<file path="src/design/bcp_pkg.sv">
// Shared constants, status codes and hex decode for the buffer command parser.
package bcp_pkg;

  localparam int NIB_W      = 4;
  localparam int ADDR_DIGITS = 8;
  localparam int LEN_DIGITS  = 8;
  localparam int WORD_W     = NIB_W * ADDR_DIGITS;
  localparam int POS_W      = 5;

  localparam logic [POS_W-1:0] POS_TAG_B     = 5'd0;
  localparam logic [POS_W-1:0] POS_INDEX     = 5'd1;
  localparam logic [POS_W-1:0] POS_TAG_A     = 5'd2;
  localparam logic [POS_W-1:0] POS_ADDR_LAST = 5'd10;
  localparam logic [POS_W-1:0] POS_TAG_L     = 5'd11;
  localparam logic [POS_W-1:0] POS_LAST      = 5'd19;

  localparam logic [7:0] CH_UB = 8'h42;  // 'B'
  localparam logic [7:0] CH_UA = 8'h41;  // 'A'
  localparam logic [7:0] CH_UL = 8'h4C;  // 'L'
  localparam logic [7:0] CH_0  = 8'h30;  // '0'
  localparam logic [7:0] CH_9  = 8'h39;  // '9'
  localparam logic [7:0] CH_UF = 8'h46;  // 'F'
  localparam logic [7:0] CH_LA = 8'h61;  // 'a'
  localparam logic [7:0] CH_LF = 8'h66;  // 'f'
  localparam logic [7:0] HEX_TEN = 8'd10;

  typedef enum logic [2:0] {
    ST_OK    = 3'd0,
    ST_TAG_B = 3'd1,
    ST_INDEX = 3'd2,
    ST_TAG_A = 3'd3,
    ST_ADDR  = 3'd4,
    ST_TAG_L = 3'd5,
    ST_LEN   = 3'd6,
    ST_TRUNC = 3'd7
  } status_t;

  typedef struct packed {
    logic             ok;
    logic [NIB_W-1:0] nib;
  } hex_t;

  function automatic hex_t hex_decode(input logic [7:0] ch);
    hex_t       h;
    logic [7:0] d;
    h = '0;
    d = '0;
    if (ch >= CH_0 && ch <= CH_9) begin
      d = ch - CH_0;
      h.ok = 1'b1;
    end else if (ch >= CH_UA && ch <= CH_UF) begin
      d = ch - CH_UA + HEX_TEN;
      h.ok = 1'b1;
    end else if (ch >= CH_LA && ch <= CH_LF) begin
      d = ch - CH_LA + HEX_TEN;
      h.ok = 1'b1;
    end
    h.nib = d[NIB_W-1:0];
    return h;
  endfunction

endpackage

</file>
<file path="src/design/buffer_command_parser.sv">
// Top level: command framing, checks, digit cell chains and output register.
// The result of a command is registered and valid in the cycle after its 20th
// byte (or a buffer-end byte) is accepted.
// Throughput: one byte per cycle unless an untaken result stalls the input; the
// position counter advances on every accepted byte, digit chains on clean digits.
// Reset clears the byte position, the first-error code and the output valid.
module buffer_command_parser
  import bcp_pkg::*;
(
  input  logic        clk,
  input  logic        rst_n,
  input  logic        in_valid,
  output logic        in_ready,
  input  logic [7:0]  in_char_in,
  input  logic        in_buffer_end,
  output logic        out_valid,
  input  logic        out_ready,
  output logic [2:0]  out_status,
  output logic [3:0]  out_buffer_index,
  output logic [31:0] out_phys_address,
  output logic [31:0] out_phys_length
);

  logic [POS_W-1:0] pos_r, pos_nxt;
  status_t          err_r, err_nxt;
  logic             out_valid_r, out_valid_nxt;
  status_t          status_r, status_nxt;
  logic [NIB_W-1:0] index_o_r, index_o_nxt;
  logic [WORD_W-1:0] addr_o_r, addr_o_nxt;
  logic [WORD_W-1:0] len_o_r, len_o_nxt;

  logic       accept;
  hex_t       hex;
  logic       bad;
  status_t    code;
  logic       idx_en, addr_en, len_en;
  logic       done, trunc;

  logic [NIB_W-1:0] index_q;
  logic [NIB_W-1:0] addr_q [ADDR_DIGITS];
  logic [NIB_W-1:0] len_q  [LEN_DIGITS];
  logic [WORD_W-1:0] addr_word, len_word;

  assign in_ready = !out_valid_r || out_ready;
  assign accept   = in_valid && in_ready;
  assign hex      = hex_decode(in_char_in);

  // checks by position within the command
  always_comb begin
    bad  = 1'b0;
    code = ST_OK;
    priority if (pos_r == POS_TAG_B) begin
      bad  = (in_char_in != CH_UB);
      code = ST_TAG_B;
    end else if (pos_r == POS_INDEX) begin
      bad  = !hex.ok;
      code = ST_INDEX;
    end else if (pos_r == POS_TAG_A) begin
      bad  = (in_char_in != CH_UA);
      code = ST_TAG_A;
    end else if (pos_r <= POS_ADDR_LAST) begin
      bad  = !hex.ok;
      code = ST_ADDR;
    end else if (pos_r == POS_TAG_L) begin
      bad  = (in_char_in != CH_UL);
      code = ST_TAG_L;
    end else begin
      bad  = !hex.ok;
      code = ST_LEN;
    end
  end

  // digits are taken only while the command is still clean
  always_comb begin
    idx_en  = accept && (err_r == ST_OK) && hex.ok && (pos_r == POS_INDEX);
    addr_en = accept && (err_r == ST_OK) && hex.ok &&
              (pos_r > POS_TAG_A) && (pos_r <= POS_ADDR_LAST);
    len_en  = accept && (err_r == ST_OK) && hex.ok && (pos_r > POS_TAG_L);
  end

  bcp_nib_cell u_index_cell (
    .clk      (clk),
    .shift_en (idx_en),
    .nib_in   (hex.nib),
    .nib_out  (index_q)
  );

  for (genvar k = 0; k < ADDR_DIGITS; k++) begin : g_addr
    if (k == 0) begin : g_head
      bcp_nib_cell u_cell (
        .clk(clk), .shift_en(addr_en), .nib_in(hex.nib), .nib_out(addr_q[k])
      );
    end else begin : g_body
      bcp_nib_cell u_cell (
        .clk(clk), .shift_en(addr_en), .nib_in(addr_q[k-1]), .nib_out(addr_q[k])
      );
    end
  end

  for (genvar k = 0; k < LEN_DIGITS; k++) begin : g_len
    if (k == 0) begin : g_head
      bcp_nib_cell u_cell (
        .clk(clk), .shift_en(len_en), .nib_in(hex.nib), .nib_out(len_q[k])
      );
    end else begin : g_body
      bcp_nib_cell u_cell (
        .clk(clk), .shift_en(len_en), .nib_in(len_q[k-1]), .nib_out(len_q[k])
      );
    end
  end

  always_comb begin
    for (int k = 0; k < ADDR_DIGITS; k++) addr_word[NIB_W*k +: NIB_W] = addr_q[k];
    for (int k = 0; k < LEN_DIGITS; k++)  len_word[NIB_W*k +: NIB_W]  = len_q[k];
  end

  always_comb begin
    err_nxt       = err_r;
    pos_nxt       = pos_r;
    out_valid_nxt = out_valid_r && !out_ready;
    status_nxt    = status_r;
    index_o_nxt   = index_o_r;
    addr_o_nxt    = addr_o_r;
    len_o_nxt     = len_o_r;
    done          = accept && (pos_r == POS_LAST);
    trunc         = accept && !done && in_buffer_end;

    if (accept && err_r == ST_OK && bad) err_nxt = code;

    if (done) begin
      out_valid_nxt = 1'b1;
      status_nxt    = err_nxt;
      // last length digit joins straight from the decoder
      if (err_nxt == ST_OK) begin
        index_o_nxt = index_q;
        addr_o_nxt  = addr_word;
        len_o_nxt   = {len_word[WORD_W-NIB_W-1:0], hex.nib};
      end else begin
        index_o_nxt = '0;
        addr_o_nxt  = '0;
        len_o_nxt   = '0;
      end
    end else if (trunc) begin
      out_valid_nxt = 1'b1;
      status_nxt    = ST_TRUNC;
      index_o_nxt   = '0;
      addr_o_nxt    = '0;
      len_o_nxt     = '0;
    end

    if (done || trunc) begin
      pos_nxt = '0;
      err_nxt = ST_OK;
    end else if (accept) begin
      pos_nxt = pos_r + 1'b1;
    end
  end

  always_ff @(posedge clk) begin
    if (!rst_n) begin
      pos_r       <= '0;
      err_r       <= ST_OK;
      out_valid_r <= 1'b0;
    end else begin
      pos_r       <= pos_nxt;
      err_r       <= err_nxt;
      out_valid_r <= out_valid_nxt;
    end
  end

  always_ff @(posedge clk) begin
    status_r  <= status_nxt;
    index_o_r <= index_o_nxt;
    addr_o_r  <= addr_o_nxt;
    len_o_r   <= len_o_nxt;
  end

  assign out_valid        = out_valid_r;
  assign out_status       = status_r;
  assign out_buffer_index = index_o_r;
  assign out_phys_address = addr_o_r;
  assign out_phys_length  = len_o_r;

  a_pos_range: assert property (@(posedge clk) disable iff (!rst_n)
    pos_r <= POS_LAST)
    else $error("byte position past end of command");

  a_clean_start: assert property (@(posedge clk) disable iff (!rst_n)
    pos_r == POS_TAG_B |-> err_r == ST_OK)
    else $error("error code carried into a new command");

  a_result_follows: assert property (@(posedge clk) disable iff (!rst_n)
    (accept && (pos_r == POS_LAST || in_buffer_end)) |=> out_valid_r && pos_r == POS_TAG_B)
    else $error("command end gave no result");

  a_zero_on_error: assert property (@(posedge clk) disable iff (!rst_n)
    (out_valid_r && status_r != ST_OK) |->
      (index_o_r == '0 && addr_o_r == '0 && len_o_r == '0))
    else $error("nonzero payload with error status");

endmodule

</file>
<file path="src/design/bcp_nib_cell.sv">
// One hex digit cell of a shifting accumulator chain.
module bcp_nib_cell
  import bcp_pkg::*;
(
  input  logic             clk,
  input  logic             shift_en,
  input  logic [NIB_W-1:0] nib_in,
  output logic [NIB_W-1:0] nib_out
);

  logic [NIB_W-1:0] nib_r;
  logic [NIB_W-1:0] nib_nxt;

  assign nib_nxt = shift_en ? nib_in : nib_r;

  always_ff @(posedge clk) begin
    nib_r <= nib_nxt;
  end

  assign nib_out = nib_r;

endmodule

</file>
<file path="config.mk">
export PLATFORM = sky130hd
export DESIGN_NAME = buffer_command_parser
export DESIGN_NICKNAME = d
export VERILOG_FILES = /design/src/design/bcp_pkg.sv /design/src/design/buffer_command_parser.sv /design/src/design/bcp_nib_cell.sv
export SDC_FILE = /design/constraint.sdc
export NUM_CORES = 1
export LEC_CHECK = 0
export BUFFER_PORTS_ARGS = -buffer_cell sky130_fd_sc_hd__buf_4
export CORE_ASPECT_RATIO = 0.6
export CORE_MARGIN = 2
export CORE_UTILIZATION = 55
export DETAILED_ROUTE_END_ITERATION = 10
export GPL_TIMING_DRIVEN = 0
export HOLD_SLACK_MARGIN = 0.03
export PLACE_DENSITY = 0.87
export SYNTH_ARGS = -nofsm -noshare
export SYNTH_HDL_FRONTEND = slang
export SYNTH_SLANG_ARGS = --single-unit
export TNS_END_PERCENT = 100
</file>
<file path="constraint.sdc">
create_clock -name clk -period 10.4 [get_ports clk]
set_clock_uncertainty 0.1 [all_clocks]
set_input_delay 1.04 -clock clk [delete_from_list [all_inputs] [get_ports clk]]
set_output_delay 1.04 -clock clk [all_outputs]
set_load 0.01 [all_outputs]
</file>
# ---- Yosys cells after proc, flatten, opt, wreduce, memory -nomap -nowiden
# Index checks and enable logic that the tools add are counted.
dict set report totals {
  output_inout_bits 73
  in_bits 13
  ff_bits 144
}
dict set report classes {
  eq_ne 7
  n_lt_le_gt_ge 9
  n_addsub 6
  n_reduce_logical 26
  muxes 29
  n_bitwise 1
}
# op n
set ops {}
lappend ops {{two-way mux 32 bit} 5}
lappend ops {{two-way mux 4 bit} 6}
lappend ops {{inequality test 8 x 7 -> 1 bit, second input constant} 3}
lappend ops {{two-way mux 3 bit} 6}
lappend ops {{greater-or-equal comparator 8 x 7 -> 1 bit, second input constant} 2}
lappend ops {{<= comparator 8 x 7 -> 1 bit, second input constant} 2}
lappend ops {{logical AND 1 bit} 15}
lappend ops {{subtractor 4 x 1 -> 4 bit, second input constant} 3}
lappend ops {{two-way mux 1 bit} 10}
lappend ops {{adder 4 bit, second input constant} 2}
lappend ops {{greater-or-equal comparator 8 x 6 -> 1 bit, second input constant} 1}
lappend ops {{<= comparator 8 x 6 -> 1 bit, second input constant} 1}
lappend ops {{logical NOT 3 bit} 2}
lappend ops {{adder 5 x 1 -> 5 bit, second input constant} 1}
lappend ops {{equality test 5 x 1 -> 1 bit, second input constant} 1}
lappend ops {{equality test 5 x 2 -> 1 bit, second input constant} 1}
lappend ops {{equality test 5 x 4 -> 1 bit, second input constant} 1}
lappend ops {{equality test 5 bit, second input constant} 1}
lappend ops {{greater-than comparator 5 x 2 -> 1 bit, second input constant} 1}
lappend ops {{greater-than comparator 5 x 4 -> 1 bit, second input constant} 1}
lappend ops {{<= comparator 5 x 4 -> 1 bit, second input constant} 1}
lappend ops {{logical NOT 5 bit} 1}
lappend ops {{logical NOT 1 bit} 4}
lappend ops {{two-way mux 2 bit} 2}
lappend ops {{4 further kinds} 5}

# ---- Longest topological paths before layout
# Gate-level depths: netlist of the first run.
dict set report logic_depth {
  ltp_word 16
  mapped_depth 9
}

# ---- Modules after synthesis
# From an unflattened synthesis of the first run, not the netlist that was laid out.
dict set report hier_totals {
  hier_cells 334
  hier_area_um2 5660.4
}
# module instances cells_each area_each_um2 seq_area_each_um2
set by_module_without_submodules {}
lappend by_module_without_submodules {buffer_command_parser 1 270 3738.6 2312.2}
lappend by_module_without_submodules {bcp_nib_cell 16 4 120.1 120.1}

# ---- Least setup slack after synthesis of the first run
# OpenSTA, ideal clock, no wires.
dict set report synth_timing {
  path_kind {in2reg}
  startpoint {in in_char_in[0]}
  endpoint {reg g_addr[0].g_head.u_cell.nib_r[0] (enable)}
  setup_slack_ps 5858
  path_stages 6
  required_time_ps 9839
  n_path_buf 0
  setup_ps 461
  arrival_ps 3981
  path_cell_list {inv_1 > ha_1 > o21bai_1 > a21oi_1 > o21bai_1 > nor3_1}
}
dict set report synth_via {
  elab_chain_cells 8
  elab_cells_between_ends 15
}
# element line_no
set synth_rtl {}
lappend synth_rtl {{start: declaration} buffer_command_parser.sv:14} ;# input logic [7:0] in_char_in,
lappend synth_rtl {{greater-or-equal comparator 8 x 7 -> 1 bit or <= comparator 8 x 7 -> 1 bit (tied branches)} bcp_pkg.sv:54} ;# end else if (ch >= CH_LA && ch <= CH_LF) begin
lappend synth_rtl {{logical AND 1 bit} bcp_pkg.sv:54}
lappend synth_rtl {{two-way mux 1 bit} bcp_pkg.sv:54}
lappend synth_rtl {{two-way mux 1 bit} bcp_pkg.sv:51} ;# end else if (ch >= CH_UA && ch <= CH_UF) begin
lappend synth_rtl {{two-way mux 1 bit *} bcp_pkg.sv:48} ;# if (ch >= CH_0 && ch <= CH_9) begin
lappend synth_rtl {{logical AND 1 bit * (2 in a row)} buffer_command_parser.sv:76} ;# addr_en = accept && (err_r == ST_OK) && hex.ok &&
lappend synth_rtl {{logical AND 1 bit *} buffer_command_parser.sv:77} ;# (pos_r > POS_TAG_A) && (pos_r <= POS_ADDR_LAST);
lappend synth_rtl {{named net addr_en} buffer_command_parser.sv:36} ;# logic idx_en, addr_en, len_en;
lappend synth_rtl {{end signal: assignment} bcp_nib_cell.sv:17} ;# nib_r <= nib_nxt;
lappend synth_rtl {{end: declaration} bcp_nib_cell.sv:11} ;# logic [NIB_W-1:0] nib_r;
# Mark *: on every way through the listed nets, which the timed path passes. The rest lies on a longest branch.
# A chain may end at the register's enable or synchronous reset.

# ---- Worst setup path in the final report of the first run
dict set report layout_timing {
  startpoint {in in_char_in[0]}
  endpoint {reg g_addr[6].g_body.u_cell.nib_r[3] (enable)}
}
dict set report layout_via {
  elab_chain_cells 8
  elab_cells_between_ends 15
}
# element line_no
set layout_rtl {}
lappend layout_rtl {{greater-or-equal comparator 8 x 7 -> 1 bit or <= comparator 8 x 7 -> 1 bit (tied branches)} bcp_pkg.sv:54}
lappend layout_rtl {{logical AND 1 bit} bcp_pkg.sv:54}
lappend layout_rtl {{two-way mux 1 bit} bcp_pkg.sv:54}
lappend layout_rtl {{two-way mux 1 bit} bcp_pkg.sv:51}
lappend layout_rtl {{two-way mux 1 bit *} bcp_pkg.sv:48}
lappend layout_rtl {{logical AND 1 bit * (2 in a row)} buffer_command_parser.sv:76}
lappend layout_rtl {{logical AND 1 bit *} buffer_command_parser.sv:77}
lappend layout_rtl {{named net addr_en} buffer_command_parser.sv:36}
lappend layout_rtl {{end signal: assignment} bcp_nib_cell.sv:17}
lappend layout_rtl {{end: declaration} bcp_nib_cell.sv:11}
# Marks and branches as above.

==> flow_metrics.tcl, run 1 <==
set metrics [dict create \
    ys.flop_type "edfxtp_1" \
    clk_latency_ns 0.40 \
    total_power_w 0.001328 \
    clk_pin_slew_ns 0.06 \
    synth_top_area_share_pct 75.30 \
    placed_cells 538 \
    p_per_area_mw_per_mm2 192.7 \
    cp.arrival_ns 3.39 \
    synth_compound_area_share_pct 3.393 \
    cts_buffers 17 \
    die_y_microns 80.64 \
    setup_ws_ns 7.015 \
    cts_tree "done" \
    io_buffers 85 \
    hold_path.class "flop to flop" \
    n_antenna_cell 0 \
    syn_nets 340 \
    nets 448 \
    crit_fanout 13 \
    cts_buffer_depth 2 \
    ys_types 39 \
    grt_use_total_pct 18.24 \
    endpoint_kind "flop" \
    critPathLaunchType "primary input" \
    final_cells 570 \
    hold_viol 0 \
    clock_sinks 144 \
    synth_top_cells_by_count "135 x edfxtp_1, 70 x and2_1, 13 x nor2_1" \
    synth_edf_count 135 \
    htreeDepth 4 \
    synth-xor-area-share_pct 0.6507 \
    worstMarginPinSlew_ns 0.9714 \
    gp_congestion 0.8180 \
    ys_async_sr_fraction_pct 0 \
    drc 0 \
    reg2reg_depth 8 \
    synthCells 319 \
    die_area_sq_mm 0.01062 \
    post_drt_wl_per_cell_microns 16.25 \
    grt_pass1_wl_microns 14060 \
    yosys.area_share.simple_pct 13.46 \
    ys_ff_latch 144 \
    synth_top_family_by_area "simple AND/OR/NAND/NOR gates" \
    peakVddDrop_uv 129.1 \
    maxSlewHeadroom_pct 34.89 \
    required_ns 10.41 \
    hold_depth 0 \
    synth_area_leader_cell "edfxtp_1" \
    syn_area_per_cell_sq_um 16.88 \
    drt_iter0_markers 192 \
    whs_ns 0.3344 \
    drive_above_1_share_pct 31.36 \
    first_pass_iters 5 \
    drv_slew 0 \
    synthAdderAreaFrac_pct 1.859 \
    pin_count 86 \
    vias 2926 \
    area_growth_pct 28.00 \
    ys_seq_area_share_pct 78.64 \
    root_buffer "clkbuf_16" \
    min_period_ns 3.385 \
    die_w_microns 131.7 \
    max_freq_mhz 295.4 \
    pre_cts_ws_ns 6.689 \
    yosysWarnings 0 \
    grt_max_degree 38 \
    finalSetupViolCount 0 \
    synth_mux_area_share_pct 0.2092 \
    rows 27 \
    maxCapViolations 0 \
    slowest_delay_ns 0.81 \
    core_sq_mm 0.009358 \
    viasPerCell 5.133 \
    initial_core_util_pct 57.53 \
    timing.final.crit_share_pct 32.55 \
    ant_nets 0 \
    cts_setup_buffers 0 \
    wl_microns 9261 \
    post-dp-hpwl_microns 6101 \
    rsz0062_at_grt "false" \
    cts_resized 0 \
    finalSetupTns_ns 0 \
    cts_hold_buffers 0 \
    crit_slowest_cell "nor3_2" \
    yosysMostFrequentCell "edfxtp_1" \
    leakagePower_nw 2.585 \
    overflow 0 \
    ys_top_cells_by_area "edfxtp_1 75%, and2_1 8.1%, dfxtp_1 3.3%" \
    path_cells "buf_4, inv_1, ha_1, o21bai_1, a21oi_1, o21bai_1, nor3_2, buf_6, buf_6" \
    critPathKind "primary input to flop" \
    status "finished clean" \
    syn-cell-area_sq_mm 0.005384 \
    grt_pass1_vias 2767 \
    antenna_found_initial 0 \
]
kinds of logic after synthesis:
family,count (synthesis)
mux,1
xor+xnor,4
flops,144
buf+inv,18
fa+ha+maj,8
compound gates,25
simple gates,119
final timing paths:
kind	to	from	slack, ns
max	g_addr[6].g_body.u_cell.nib_out[3]$_DFFE_PP_	in_char_in[0]	7.02
max reg2reg	g_addr[6].g_body.u_cell.nib_out[3]$_DFFE_PP_	pos_r[0]$_SDFFE_PP0P_	7.59
min	g_addr[3].g_body.u_cell.nib_out[1]$_DFFE_PP_	g_addr[2].g_body.u_cell.nib_out[1]$_DFFE_PP_	0.33
min reg2reg	g_addr[3].g_body.u_cell.nib_out[1]$_DFFE_PP_	g_addr[2].g_body.u_cell.nib_out[1]$_DFFE_PP_	0.33
power by group:
part	leakage (nW)	internal, W	switching, W
Sequential	1.33	0.000639	0.00000488
Combinational	0.949	0.0000217	0.0000270
Clock	0.304	0.000405	0.000230
cell usage in the layout, fill, tap and decap left out, types with 2 or more instances in the layout:
cell type   synthesis  layout
and2_1             70      70
o21ai_0             3       3
nor3_1              6       5
edfxtp_1          135     135
nor3_2              1       2
clkbuf_16           0      17
nor4bb_1            2       2
clkinv_2            0       2
clkbuf_2            4       4
nand4bb_1           2       2
a31oi_1             3       3
nand2b_1            4       4
inv_1               9       8
inv_6               0       5
and3_1              2       2
o21bai_1            2       2
nor2_1             13      12
a22oi_1             2       2
xnor2_1             3       3
ha_1                8       8
buf_6               3       5
or2_2               2       2
nand2_1             8       8
dfxtp_1             9       9
buf_4               0      85
bufinv_16           0       4
clkinvlp_4          0       2
a21oi_1             6       6
nand4_1             2       2
o2111a_1            2       2
o31a_1              2       2
nand3_1             3       3
sequential cells by signal, summed over array words and instances (netlist names):
signal	cells
g_len.g_body.u_cell.nib_out	24
g_addr.g_head.u_cell.nib_out	4
u_index_cell.nib_out	4
g_addr.g_body.u_cell.nib_out	28
out_phys_length	32
out_phys_address	32
out_status	3
pos_r	5
g_len.g_head.u_cell.nib_out	4
err_r	3
out_valid	1
out_buffer_index	4
layout make-up:
class                           count  area (sq um)
Clock buffer                       17         425.4
Multi-Input combinational cell    157          1061
Fill cell                         557          2466
Buffer                              9         62.56
Timing Repair Buffer               89         708.2
Inverter                            9         33.78
Tap cell                          130         162.7
Clock inverter                     15         203.9
Sequential cell                   144          4234
per-stage QoR:
step | util, % | cell area (sq um)
5_1_grt | 73.65 | 6892
4_1_cts | 73.65 | 6892
6_report | 73.65 | 6892
3_5_place_dp | 66.92 | 6262
2_1_floorplan | - | 5384
3_3_place_gp | 66.09 | 6185
per-layer routing:
metal | vias to the layer above | global-route usage, % | wire length (microns)
li1 | 1388 | - | -
met1 | 1449 | 22.48 | 4020
met2 | 83 | 30.79 | 4749
met3 | 6 | 6.187 | 467
met4 | 0 | 6.196 | 23
met5 | - | 0 | 0
critical path: cells and delay by family:
family	cells	cell delay [ns]
AOI/OAI and AO/OA	3	0.68
adders and majority gates	1	0.19
buffers and inverters	4	0.66
and+or+nand+nor	1	0.81
Note: power is estimated with default switching activity, not from simulation.
==> run 2, diff against run 1 <==
ABC_AREA = 1   (was not set)
CORE_UTILIZATION = 51   (was 55)
PLACE_DENSITY = 0.85   (was 0.87)
clock period = 2.8 ns   (was 10.4 ns; I/O delays follow)
==> run 2 against run 1 <==
  * Global-route usage is 0.53 points lower
  * Synthesized area grew 5.9%
  * Largest cell class unchanged
  * Critical path type is now flop to flop
  * Synthesized cell count is 34% higher
  * Core utilization decreased by 6.4 points
  * Register-to-register slack got worse by 7.3 ns
==> flow_metrics.tcl, run 2 <==
set metrics [dict create \
    syn-cell-area_sq_mm 0.005704 \
    multi_input_area_sq_mm 0.001045 \
    cp.arrival_ns 2.59 \
    maxSlewHeadroom_pct 47.73 \
    p_per_area_mw_per_mm2 670.3 \
    clock_sinks 144 \
    ys.flop_type "edfxtp_1" \
    r2r_slack_ns 0.25 \
    layout_commonest_cell "edfxtp_1" \
    cts_buffer_depth 2 \
    crit_end "out_phys_length[0]$_SDFFCE_PN0P_" \
    post-dp-hpwl_microns 7101 \
    setup_ws_ns 0.2549 \
    yosysMostFrequentCell "edfxtp_1" \
    timing.rr.start "pos_r[0]$_SDFFE_PP0P_" \
    reg2reg_to "out_phys_length[0]$_SDFFCE_PN0P_" \
    path_cells "ha_1, nand4_1, inv_1, a21oi_1, clkinvlp_4, buf_12" \
    grt_pass1_vias 3332 \
    crit_fanout 46 \
    finalSetupTns_ns 0 \
    grt_use_total_pct 17.72 \
    syn_area_per_cell_sq_um 13.36 \
    worstMarginPinSlew_ns 0.7759 \
    io_buffers 85 \
    worstSetupStartpoint "pos_r[0]$_SDFFE_PP0P_" \
    leakagePower_nw 2.993 \
    ys_ff_latch 144 \
    synth_edf_count 135 \
    drt_iter0_markers 216 \
    die_y_microns 85.92 \
    synthCells 427 \
    nets 557 \
    critPathKind "flop to flop" \
    synth_top_cells_by_count "135 x edfxtp_1, 94 x inv_1, 68 x nor2_1" \
    ys_top_cells_by_area "edfxtp_1 71%, inv_1 6.2%, nor2_4 4.5%" \
    timing.final.crit_share_pct 90.90 \
    status "finished clean" \
    overflow 0 \
    syn_nets 448 \
    max_freq_mhz 392.9 \
    yosysWarnings 0 \
    hold_path.class "primary input to flop" \
    min_period_ns 2.545 \
    synth_top_area_share_pct 71.07 \
    critPathLaunchType "flop" \
    grt_pass1_wl_microns 16180 \
    first_pass_iters 5 \
    drive_above_1_share_pct 30.78 \
    viasPerCell 4.824 \
    reg2reg_depth 6 \
    rsz0062_at_grt "false" \
    fillCellCount 735 \
    drc 0 \
    area_growth_pct 26.54 \
    grt_max_degree 47 \
    ant_nets 0 \
    gp_congestion 0.8190 \
    n_antenna_cell 0 \
    synth_area_leader_cell "edfxtp_1" \
    required_ns 2.85 \
    cts_tree "done" \
    initial_core_util_pct 53.11 \
    die_w_microns 140.5 \
    slowest_delay_ns 0.59 \
    pre_cts_ws_ns 0.05899 \
    finalSetupViolCount 0 \
    antenna_found_initial 0 \
    layout.area.seq_sq_mm 0.004234 \
    ys_seq_area_share_pct 74.23 \
    drv_slew 0 \
    clk_latency_ns 0.41 \
    htreeDepth 4 \
    ys_async_sr_fraction_pct 0 \
    hold_viol 0 \
    peakVddDrop_uv 436.4 \
    hold_depth 5 \
    core_sq_mm 0.01074 \
    post_drt_wl_per_cell_microns 14.72 \
    clk_pin_slew_ns 0.06 \
    crit_slowest_cell "clkinvlp_4" \
    final_cell_mix "135 x edfxtp_1, 93 x inv_1, 85 x buf_4" \
    pin_count 86 \
    wl_microns 10130 \
    vias 3319 \
    die_area_sq_mm 0.01207 \
    endpoint_kind "flop" \
    root_buffer "clkbuf_16" \
    cts_buffers 17 \
    ys_types 26 \
    rows 29 \
    maxCapViolations 0 \
]
## run 2: cell types whose count changed after synthesis, sizes merged, moves of 13 or more
cell | previous run | this run
nand3 | 3 | 16
and2 | 70 | 0
nand2 | 8 | 29
inv | 9 | 100
nor2 | 13 | 94
## run 2: metrics by stage
| stage | utilization [%] | cells | total power, W | cell area, sq um | hold slack (ns) |
|---|---|---|---|---|---|
| 2_1_floorplan | - | 427 | 0.002529 | 5727 | 0.3097 |
| 3_3_place_gp | 60.88 | 651 | 0.002613 | 6539 | 0.3290 |
| 3_5_place_dp | 61.47 | 655 | 0.002624 | 6603 | 0.3329 |
| 4_1_cts | 67.21 | 688 | 0.004877 | 7218 | 0.1697 |
| 5_1_grt | 67.21 | 688 | 0.004988 | 7218 | 0.2016 |
| 6_report | 67.21 | 688 | 0.004838 | 7218 | 0.1815 |
## run 2: worst min path at each step
stage	startpoint	end	slack (ns)
floorplan	rst_n	out_valid$_SDFF_PN0_	0.31
CTS	in_valid	pos_r[0]$_SDFFE_PP0P_	0.17
global placement	g_len[1].g_body.u_cell.nib_out[0]$_DFFE_PP_	g_len[2].g_body.u_cell.nib_out[0]$_DFFE_PP_	0.33
detailed placement	g_len[2].g_body.u_cell.nib_out[2]$_DFFE_PP_	g_len[3].g_body.u_cell.nib_out[2]$_DFFE_PP_	0.33
finish	in_valid	pos_r[0]$_SDFFE_PP0P_	0.18
global route	in_valid	pos_r[1]$_SDFFE_PP0P_	0.20
## run 2: cell type report
cell class / count / area share (%)
Sequential cell: 144 / 58.66
Multi-Input combinational cell: 176 / 14.47
Timing Repair Buffer: 90 / 9.828
Clock buffer: 17 / 5.894
Inverter: 100 / 5.252
Clock inverter: 15 / 2.496
Tap cell: 139 / 2.409
Buffer: 7 / 0.9880
## run 2: per-layer routing
layer / global-route usage [%] / share of wire, %
met1: 22.39 / 44
met2: 28.79 / 48
met3: 6.868 / 7.2
met4: 5.545 / 1.2
met5: 0 / 0
## run 2: timing repair
action                                  in CTS  in global routing
setup buffers                                0                  0
endpoints found under the setup margin       0                  0
hold buffers                                 1                  0
hold endpoints to repair                     1                  0
resized for setup                            0                  0
## run 2: cells by family after synthesis
group / after synthesis / share of synthesized area [%]
AO/OA/AOI/OAI: 15 / 1.404
AND/OR/NAND/NOR: 151 / 14.48
flip-flops: 144 / 74.23
buffers and inverters: 107 / 7.831
XOR/XNOR: 2 / 0.3071
adder cells (fa/ha/maj): 8 / 1.755
## run 2: where the power goes
group	switching, W	total (W)	leakage, nW	internal [W]
registers	0.0000171	0.00239	1.32	0.00237
logic	0.000113	0.000191	1.39	0.0000777
clock network	0.000917	0.00226	0.286	0.00134
total	0.00105	0.00484	2.99	0.00379
## run 2: worst max-delay path, delay by kind of cell, from the launching register on
family	cells	cell delay, ns
simple gates	1	0.13
buf+inv	3	1.10
fa+ha+maj	1	0.27
flops	1	0.38
compound gates	1	0.27
==> run 3, diff against run 2 <==
SYNTH_HIERARCHICAL = 1   (was not set)
==> run 3 against run 2 <==
  * Cell count is 0.15% lower
  * Critical path depth is 7 higher
  * Routed wire length is 3.4% lower
  * Synthesized area is 1.5% lower
  * Sequential share of layout area is 0.51 points higher
  * Die area is 1.5% lower
  * Fmax is 0.69% higher
==> flow_metrics.tcl, run 3 <==
set metrics [dict create \
    grt_use_total_pct 17.73 \
    syn_area_per_cell_sq_um 13.16 \
    grt_max_degree 45 \
    drc 0 \
    maxCapViolations 0 \
    p_per_area_mw_per_mm2 693.1 \
    layout_commonest_cell "edfxtp_1" \
    hold_end "pos_r[1]$_SDFFE_PP0P_" \
    leakagePower_nw 2.955 \
    hold_viol 0 \
    drt_iter0_markers 182 \
    wl_microns 9780 \
    synth_edf_count 135 \
    endpoint_kind "flop" \
    maxSlewHeadroom_pct 48.96 \
    peakVddDrop_uv 526.3 \
    n_antenna_cell 0 \
    syn-cell-area_sq_mm 0.005618 \
    ys.flop_type "edfxtp_1" \
    cts_buffer_depth 2 \
    use_met1_pct 22.48 \
    ys_types 25 \
    rows 29 \
    critPathKind "flop to flop" \
    crit_fanout 10 \
    pre_cts_ws_ns 0.2031 \
    final_cell_mix "135 x edfxtp_1, 98 x inv_1, 85 x buf_4" \
    ys_top_cells_by_area "edfxtp_1 72%, inv_1 6.6%, nor2_1 4.7%" \
    whs_ns 0.1628 \
    reg2reg_to "out_phys_address[25]$_SDFFCE_PN0P_" \
    htreeDepth 4 \
    vias 3257 \
    core_sq_mm 0.01063 \
    synthCells 427 \
    grt_pass1_wl_microns 15880 \
    min_period_ns 2.528 \
    die_y_microns 85.30 \
    overflow 0 \
    viasPerCell 4.741 \
    initial_core_util_pct 52.84 \
    finalSetupTns_ns 0 \
    timing.final.crit_share_pct 90.27 \
    grtUsageMet3_pct 5.643 \
    antenna_found_initial 0 \
    grt_pass1_vias 3296 \
    reg2reg_depth 13 \
    synth_area_leader_cell "edfxtp_1" \
    syn_nets 448 \
    hold_path.class "primary input to flop" \
    drive_above_1_share_pct 29.20 \
    cts_tree "done" \
    max_freq_mhz 395.6 \
    post-dp-hpwl_microns 6737 \
    area_growth_pct 27.37 \
    use_met2_pct 28.34 \
    required_ns 2.97 \
    cts_buffers 17 \
    ant_nets 0 \
    hold_depth 5 \
    root_buffer "clkbuf_16" \
    total_power_w 0.004959 \
    setup_ws_ns 0.2724 \
    yosysWarnings 6 \
    synth_top_area_share_pct 72.16 \
    first_pass_iters 5 \
    pin_count 86 \
    worstMarginPinSlew_ns 0.7632 \
    yosysMostFrequentCell "edfxtp_1" \
    clk_pin_slew_ns 0.06 \
    clock_sinks 144 \
    ys_async_sr_fraction_pct 0 \
    fillCellCount 709 \
    drv_slew 0 \
    die_w_microns 139.5 \
    timing.rr.start "pos_r[0]$_SDFFE_PP0P_" \
    ys_seq_area_share_pct 75.37 \
    ys_ff_latch 144 \
    post_drt_wl_per_cell_microns 14.24 \
    gp_congestion 0.8193 \
    worstHoldStart "in_valid" \
    nets 556 \
    r2r_slack_ns 0.27 \
    io_buffers 85 \
    critPathLaunchType "flop" \
    cp.arrival_ns 2.70 \
    rsz0062_at_grt "false" \
    synth_top_cells_by_count "135 x edfxtp_1, 99 x inv_1, 71 x nor2_1" \
    status "finished clean" \
    grt_busiest_layer "met2" \
    die_area_sq_mm 0.01190 \
    clk_latency_ns 0.41 \
    finalSetupViolCount 0 \
]
## run 3: cell type report
type	count	area, sq um	area share (%)
Buffer	7	60.06	0.8393
Clock inverter	15	203.9	2.850
Multi-Input combinational cell	175	964.7	13.48
Clock buffer	17	425.4	5.945
Tap cell	139	173.9	2.430
Inverter	101	382.9	5.351
Timing Repair Buffer	89	710.7	9.932
Sequential cell	144	4234	59.17
## run 3: what timing repair did
action                     CTS  global route
setup endpoints to repair    0             1
setup buffers                0             0
gates resized for setup      0             2
hold buffers                 1             0
hold endpoints to repair     1             0
## run 3: cells by family after synthesis
group | after synthesis | synth area share [%]
adder cells (fa/ha/maj) | 8 | 1.782
XOR/XNOR | 2 | 0.3119
flip-flops | 144 | 75.37
AND/OR/NAND/NOR | 147 | 12.78
buffers and inverters | 108 | 7.773
AO/OA/AOI/OAI | 18 | 1.982
## run 3: worst max-delay path by stage
stage                               start                                     endpoint  slack, ns
floorplan            out_valid$_SDFF_PN0_  g_len[0].g_head.u_cell/nib_out[0]$_DFFE_PP_       0.09
global placement            in_char_in[1]  g_len[6].g_body.u_cell/nib_out[1]$_DFFE_PP_      -0.64
detailed placement          in_char_in[0]             out_phys_length[1]$_SDFFCE_PN0P_       0.20
CTS                 pos_r[0]$_SDFFE_PP0P_           out_phys_address[25]$_SDFFCE_PN0P_       0.23
global route        pos_r[0]$_SDFFE_PP0P_           out_phys_address[25]$_SDFFCE_PN0P_       0.04
finish              pos_r[0]$_SDFFE_PP0P_           out_phys_address[25]$_SDFFCE_PN0P_       0.27
## run 3: power by group
part | switching, W | total [W] | internal, W | leakage [nW]
sequential | 0.0000161 | 0.00239 | 0.00237 | 1.33
clock | 0.000884 | 0.00238 | 0.00150 | 0.297
combinational | 0.000108 | 0.000185 | 0.0000777 | 1.33
total | 0.00101 | 0.00496 | 0.00395 | 2.95
## run 3: per-layer routing
layer,part of all wire (%),vias up
met1,43,1546
met2,49,91
met4,1.2,0
met3,6.4,13
met5,0,-
li1,-,1607
## run 3: stage by stage
stage | util (%) | cell area [sq um] | std cells
3_5_place_dp | 61.25 | 6511 | 654
4_1_cts | 67.26 | 7151 | 687
3_3_place_gp | 60.63 | 6446 | 651
2_1_floorplan | - | 5634 | 427
5_1_grt | 67.31 | 7156 | 687
6_report | 67.31 | 7156 | 687
## run 3: worst max-delay path, cell delays in order, from the launching register on
cell	delay (ns)
dfxtp_1	0.40
inv_1	0.12
ha_1	0.24
o211ai_1	0.26
nand2_1	0.10
o21bai_2	0.14
nand2_1	0.10
nand4_1	0.11
nand2_1	0.07
nor2_1	0.17
nand2_2	0.14
buf_6	0.17
buf_6	0.15
nor2_2	0.11
